[src/sv/stp_pkg.sv]
// Package with MD5 constants and helper functions for the passphrase block.
`timescale 1ns / 1ps
package stp_pkg;
  localparam int unsigned MD5_ROUNDS = 64;
  localparam int unsigned DEPTH = 2 * MD5_ROUNDS + 4;

  typedef logic [31:0] word_t;
  typedef logic [511:0] block_t;

  typedef struct packed {
    word_t a;
    word_t b;
    word_t c;
    word_t d;
  } md5_st_t;

  localparam word_t IV_A = 32'h67452301;
  localparam word_t IV_B = 32'hefcdab89;
  localparam word_t IV_C = 32'h98badcfe;
  localparam word_t IV_D = 32'h10325476;

  function automatic word_t md5_k(input logic [5:0] i);
    word_t k;
    case (i)
      6'd0: k = 32'hd76aa478; 6'd1: k = 32'he8c7b756; 6'd2: k = 32'h242070db;
      6'd3: k = 32'hc1bdceee; 6'd4: k = 32'hf57c0faf; 6'd5: k = 32'h4787c62a;
      6'd6: k = 32'ha8304613; 6'd7: k = 32'hfd469501; 6'd8: k = 32'h698098d8;
      6'd9: k = 32'h8b44f7af; 6'd10: k = 32'hffff5bb1; 6'd11: k = 32'h895cd7be;
      6'd12: k = 32'h6b901122; 6'd13: k = 32'hfd987193; 6'd14: k = 32'ha679438e;
      6'd15: k = 32'h49b40821; 6'd16: k = 32'hf61e2562; 6'd17: k = 32'hc040b340;
      6'd18: k = 32'h265e5a51; 6'd19: k = 32'he9b6c7aa; 6'd20: k = 32'hd62f105d;
      6'd21: k = 32'h02441453; 6'd22: k = 32'hd8a1e681; 6'd23: k = 32'he7d3fbc8;
      6'd24: k = 32'h21e1cde6; 6'd25: k = 32'hc33707d6; 6'd26: k = 32'hf4d50d87;
      6'd27: k = 32'h455a14ed; 6'd28: k = 32'ha9e3e905; 6'd29: k = 32'hfcefa3f8;
      6'd30: k = 32'h676f02d9; 6'd31: k = 32'h8d2a4c8a; 6'd32: k = 32'hfffa3942;
      6'd33: k = 32'h8771f681; 6'd34: k = 32'h6d9d6122; 6'd35: k = 32'hfde5380c;
      6'd36: k = 32'ha4beea44; 6'd37: k = 32'h4bdecfa9; 6'd38: k = 32'hf6bb4b60;
      6'd39: k = 32'hbebfbc70; 6'd40: k = 32'h289b7ec6; 6'd41: k = 32'heaa127fa;
      6'd42: k = 32'hd4ef3085; 6'd43: k = 32'h04881d05; 6'd44: k = 32'hd9d4d039;
      6'd45: k = 32'he6db99e5; 6'd46: k = 32'h1fa27cf8; 6'd47: k = 32'hc4ac5665;
      6'd48: k = 32'hf4292244; 6'd49: k = 32'h432aff97; 6'd50: k = 32'hab9423a7;
      6'd51: k = 32'hfc93a039; 6'd52: k = 32'h655b59c3; 6'd53: k = 32'h8f0ccc92;
      6'd54: k = 32'hffeff47d; 6'd55: k = 32'h85845dd1; 6'd56: k = 32'h6fa87e4f;
      6'd57: k = 32'hfe2ce6e0; 6'd58: k = 32'ha3014314; 6'd59: k = 32'h4e0811a1;
      6'd60: k = 32'hf7537e82; 6'd61: k = 32'hbd3af235; 6'd62: k = 32'h2ad7d2bb;
      default: k = 32'heb86d391;
    endcase
    return k;
  endfunction

  function automatic logic [4:0] md5_s(input logic [5:0] i);
    logic [4:0] s;
    case ({i[5:4], i[1:0]})
      4'd0: s = 5'd7;  4'd1: s = 5'd12; 4'd2: s = 5'd17; 4'd3: s = 5'd22;
      4'd4: s = 5'd5;  4'd5: s = 5'd9;  4'd6: s = 5'd14; 4'd7: s = 5'd20;
      4'd8: s = 5'd4;  4'd9: s = 5'd11; 4'd10: s = 5'd16; 4'd11: s = 5'd23;
      4'd12: s = 5'd6; 4'd13: s = 5'd10; 4'd14: s = 5'd15; default: s = 5'd21;
    endcase
    return s;
  endfunction

  function automatic logic [3:0] md5_g(input logic [5:0] i);
    logic [5:0] g;
    case (i[5:4])
      2'd0: g = i;
      2'd1: g = 6'(5 * i + 1);
      2'd2: g = 6'(3 * i + 5);
      default: g = 6'(7 * i);
    endcase
    return g[3:0];
  endfunction

  function automatic logic [7:0] hex_char(input logic [3:0] n);
    return (n < 4'd10) ? (8'h30 + 8'(n)) : (8'h37 + 8'(n));
  endfunction

  function automatic logic [7:0] pass_char(input logic [7:0] b);
    logic [4:0] m;
    logic [7:0] v;
    m = b[4:0];
    if (m >= 5'd23) m = m - 5'd23;
    v = 8'h41 + 8'(m);
    if (v >= 8'h49) v = v + 8'd1;
    if (v >= 8'h4c) v = v + 8'd1;
    if (v >= 8'h4f) v = v + 8'd1;
    return v;
  endfunction
endpackage

[src/sv/stp_fold.sv]
// Folds the first digest into two words, two pipeline stages.
`timescale 1ns / 1ps
module stp_fold (
  input  logic         clk,
  input  logic         rst_n,
  input  logic         vld_i,
  input  logic [127:0] dig_i,
  output logic         vld_o,
  output stp_pkg::block_t msg_o
);
  logic [1:0] vld_r;
  logic [31:0] b_r [0:1];
  logic [31:0] s_r [0:1];
  logic [31:0] w_r [0:1];
  logic [31:0] b_nxt [0:1];
  logic [31:0] s_nxt [0:1];
  logic [31:0] w_nxt [0:1];

  always_comb begin
    logic [15:0] w0, w1, w2, w3;
    logic [16:0] q;
    for (int k = 0; k < 2; k++) begin
      w0 = dig_i[64*k +: 16];
      w1 = dig_i[64*k+16 +: 16];
      w2 = dig_i[64*k+32 +: 16];
      w3 = dig_i[64*k+48 +: 16];
      q = {1'b0, w3};
      while_loop: for (int j = 0; j < 6; j++) begin
        if (q >= 17'd9999) q = q - 17'd9999;
      end
      b_nxt[k] = 32'(({15'd0, q} + 32'd1) * 32'd11);
      s_nxt[k] = 32'({16'd0, w1} * 32'd100 + {16'd0, w2} * 32'd10 + {16'd0, w0});
      w_nxt[k] = 32'(b_r[k] * s_r[k]);
    end
  end

  always_ff @(posedge clk) begin
    if (!rst_n) begin
      vld_r <= '0;
    end else begin
      vld_r <= {vld_r[0], vld_i};
    end
    for (int k = 0; k < 2; k++) begin
      b_r[k] <= b_nxt[k];
      s_r[k] <= s_nxt[k];
      w_r[k] <= w_nxt[k];
    end
  end

  always_comb begin
    msg_o = '0;
    for (int i = 0; i < 8; i++) begin
      msg_o[8*i +: 8] = stp_pkg::hex_char(w_r[0][28-4*i +: 4]);
      msg_o[64+8*i +: 8] = stp_pkg::hex_char(w_r[1][28-4*i +: 4]);
    end
    msg_o[135:128] = 8'h80;
    msg_o[455:448] = 8'd128;
  end

  assign vld_o = vld_r[1];
endmodule

[config.mk]
export PLATFORM = sky130hd
export DESIGN_NAME = stp_fold
export DESIGN_NICKNAME = d
export VERILOG_FILES = /design/src/sv/stp_pkg.sv /design/src/sv/stp_fold.sv
export SDC_FILE = /design/constraint.sdc
export NUM_CORES = 2
export LEC_CHECK = 0
export ABC_CLOCK_PERIOD_IN_PS = 19050
export BUFFER_PORTS_ARGS = -buffer_cell sky130_fd_sc_hd__clkbuf_2
export CAP_MARGIN = 15
export CORE_ASPECT_RATIO = 0.7
export CORE_UTILIZATION = 45
export CTS_CLUSTER_DIAMETER = 80
export DETAILED_ROUTE_END_ITERATION = 10
export PLACE_DENSITY_LB_ADDON = 0.1
export SLEW_MARGIN = 20
export SYNTH_ARGS = -nofsm -noshare
export SYNTH_HDL_FRONTEND = slang
export SYNTH_SLANG_ARGS = --single-unit
export TNS_END_PERCENT = 1
[constraint.sdc]
create_clock -name clk -period 19.05 [get_ports clk]
set_clock_uncertainty 0.2 [all_clocks]
set_input_delay 0.9525 -clock clk [delete_from_list [all_inputs] [get_ports clk]]
set_output_delay 0.9525 -clock clk [all_outputs]
set_load 0.05 [all_outputs]
### Yosys cells after proc, flatten, opt, wreduce, memory -nomap -nowiden

Memories as Yosys holds them, arrays and structs flattened.
Index checks and enable logic that the tools add are counted.

* $add $sub $neg: 50
* multiply operators: 8
* $lt $le $gt $ge: 28
* mux-type cells: 28

Operators with widths (count)
* $add A6 B4 Y7 const A: 32
* $mux W17: 12
* $ge A17 B14 Y1 const B: 10
* $sub A17 B14 Y17 const B: 10
* $mux W7: 16
* $lt A4 B4 Y1 const B: 16
* $mul A32 B32 Y32: 2
* $add A24 B16 Y25: 2
* $add A23 B20 Y24: 2
* $mul A18 B4 Y22 const B: 2
* $mul A16 B5 Y21 const B: 2
* $mul A16 B3 Y19 const B: 2
* $add A17 B1 Y18 const B: 2
* $sub A16 B14 Y17 const B: 2
* $ge A16 B14 Y1 const B: 2

* bits in registers: 2
* bits in writable memories: 158
* bits of input ports: 131
* output and inout bits: 513
* word-level logic and storage cells: 118
* memories: 3

Memories
* w_r: depth 2, bits a word 32, read ports 2, clocked after memory_dff 0, write ports 2, RTL line stp_fold.sv:14 `logic [31:0] w_r [0:1];`
* s_r: depth 2, bits a word 25, read ports 2, clocked after memory_dff 0, write ports 2, RTL line stp_fold.sv:13 `logic [31:0] s_r [0:1];`
* b_r: depth 2, bits a word 22, read ports 2, clocked after memory_dff 0, write ports 2, RTL line stp_fold.sv:12 `logic [31:0] b_r [0:1];`

### Depth between registers and ports, before layout

* depth after elaboration: 14
* mapped depth: 78
* mapped depth without buffers: 71

### Least setup slack after synthesis

Ideal clock, no wire load.

* path type: input to register
* start: input dig_i[116]
* end: memory b_r[0][42] (netlist name)
* setup time: 0.118 ns
* arrival time: 14.490 ns
* required time: 18.732 ns
* path slack: 4.242 ns
* stages: 71
* buffers on the path: 9
* cell sequence: buf_6 or4_1 buf_2 o311ai_4 a21oi_1 nand2b_1 ha_1 clkbuf_1 a211o_1 a311oi_2 o21ai_2 buf_2 o21ai_0 ha_1 and3_1 clkbuf_1 a21boi_0 o21ai_1 [35 not listed] inv_1 nor2_1 nor2_1 o21bai_1 a21oi_1 o21bai_1 a21oi_1 o21bai_1 a21oi_1 o21bai_1 a21oi_1 o21bai_1 a21oi_1 o21bai_1 a21oi_1 o21bai_1 a21oi_1 xnor2_1

RTL lines
* start: declaration: RTL line stp_fold.sv:7 `input logic [127:0] dig_i,`
* end: declaration: RTL line stp_fold.sv:12

==> results.tsv <==
metric	value	unit
die-height	293	microns
grtUsageTotal	25.0	%
setup_tns	0	ns
cp_data_required_time	19.29	ns
multi_input_area	44000	sq um
post-cts-setup-buffers	0	
syn_to_final_growth	3.76	%
clk_pin_slew	0.07	ns
coreArea	120000	sq um
mostFrequentLayoutCells	1327 x inv_1, 830 x nand2_1, 776 x fa_1, 596 x ha_1, 406 x conb_1	
globalplace.congestion	0.911	
syn_avg_cell_area	8.17	sq um
seq_area	3160	sq um
synthTopCellsByArea	fa_1 28%, ha_1 14%, inv_1 9.1%	
seq_area_frac_synth	5.79	%
drtPass1Iterations	5	
wl_per_cell	17.9	microns
grt_pass1_wl	241000	microns
root_buffer	clkbuf_16	
ys_seq_elements	158	
syn-cell-area	54600	sq um
critical_path_class	in2reg	
crit_path_start_kind	input port	
nNetsFinal	8302	
path_delay_family	compound AO/OA/AOI/OAI gates	
setup_viol	0	
r2r-end	w_r[0][61]	
first_global_vias	42432	
clock_latency	0.53	ns
yosysTopAreaCell	fa_1	
end_kind	flip-flop	
dieArea	123000	sq um
numClockSinks	158	
final_common_cell	inv_1	
cp_max_fo	13	
row_count	106	
worst_hold_startpoint	vld_r[0]	
slew_viol_final	0	
synthArstFlopShare	0	%
vias_per_cell	5.11	
io_buffers	243	
dp_slack	1.42	ns
boundaryPins	644	
holdPathEnd	vld_r[1]	
synth_flop_cell	dfxtp_1	
cp_num_buf_inv	10	
synth_warnings	0	
htreeDepth	4	
hold_buffers	0	
antenna_found_initial	2	
setup_ws	1.64	ns
cts_buffers	17	
finalCritPeriodShare	91.4	%
max_slew_margin	20.7	%
rsz0062_at_grt	false	
synth_edf_count	0	
hpwl	125000	microns
fmax	57.4	MHz
drt_iter0_drc	2741	
worst_r2r_startpoint	s_r[0][27]	
max_stage_delay	0.67	ns
syn-instance-count	6681	
r2r_slack	9.67	ns
period_minus_slack	17.41	ns
hp-class	reg2reg	
synth_top_area_share	28.5	%
finalHoldViolCount	0	
drtAntennaViolNets	0	
drv_cap	0	
vias	43091	
fillCellCount	12077	
worst_pin_slew	1.19	ns
yosysUniqueCellTypes	119	
initial_utilization	45.5	%
grt_max_degree	25	
cts_resized	0	
cp_slowest_cell	o311ai_4	
drc	0	
totalWireLength	151000	microns
fp.dieW	418	microns
cts_tree	built	
layout-drive-gt1-share	7.09	%
hold_depth	1	
cpMostUsedCell	ha_1	
grt_overflow	0	
arrival	17.65	ns
cts_max_path_buffers	2	
status	finished, final reports clean	
rr_worst_depth	34	
==> worst max path at each step <==
stage	from	endpoint	slack (ns)	cells past startpoint
floorplan	dig_i[116]	b_r[0][42]	4.24	71
global placement	dig_i[112]	b_r[0][41]	1.84	65
detailed placement	dig_i[112]	b_r[0][41]	1.42	65
CTS	dig_i[112]	b_r[0][41]	1.95	65
global route	dig_i[112]	b_r[0][41]	0.16	65
finish	dig_i[112]	b_r[0][41]	1.64	65
==> cells by family after synthesis <==
group,count (synthesis),synth area share (%)
buffers and inverters,1965,16.4
XOR/XNOR,434,6.99
adder cells (fa/ha/maj),1372,42.1
multiplexers,40,0.768
flip-flops,158,5.79
AO/OA/AOI/OAI,1009,12.8
other,2,0.0138
AND/OR/NAND/NOR,1701,15.1
==> synth_stat cells, drive strengths merged (12+ instances only) <==
master,count
or3,18
and4,12
nor3,59
nor2b,19
o21ai,190
and2,327
and3,46
mux2i,28
buf,441
a211o,18
a21oi,260
o22ai,21
nor4,34
o21bai,95
a21boi,14
fa,776
or2,21
inv,1327
o21a,17
dfxtp,158
nand2b,20
xnor2,340
o31ai,18
mux2,12
o211ai,51
ha,596
a211oi,43
o2111ai,14
xor2,94
nor2,152
a21o,38
clkbuf,197
a31oi,44
nand4,31
nand3,90
a22oi,15
nand2,832
or4,12
==> sequential cells by signal (all words and copies together), names as in the netlist <==
name,flops
vld_r,2
b_r,44
w_r,64
s_r,48
==> metrics by stage <==
| stage | hold slack (ns) | std cells | utilization [%] | area [sq um] |
|---|---|---|---|---|
| after floorplan | 0.212 | 7085 | - | 56100 |
| after global placement | 0.213 | 8400 | 46.8 | 56100 |
| after detailed placement | 0.219 | 8400 | 46.8 | 56100 |
| after CTS | 0.237 | 8432 | 47.2 | 56600 |
| after global routing | 0.246 | 8433 | 47.3 | 56700 |
| final | 0.235 | 8433 | 47.3 | 56700 |
==> area by class of cell <==
cell class	instances	share of cell area, %
tap	1620	3.58
multi-input combinational	4962	77.7
timing repair buffer	333	3.34
clock buffer	18	0.775
sequential	158	5.58
antenna	1	0.00442
clock inverter	14	0.254
inverter	1327	8.79
==> routing by layer <==
layer,share of wire [%],routed length (microns),vias to the layer above,track usage [%]
li1,-,-,20639,-
met1,52,78800,20968,40.0
met2,39,59600,1364,34.6
met3,7.2,10800,118,4.28
met4,1.3,1910,2,4.22
met5,0.013,20,-,0
Power is left out: the tool's default activity adds up to more than one toggle a clock period on the data nets, which glitch-free logic cannot reach.
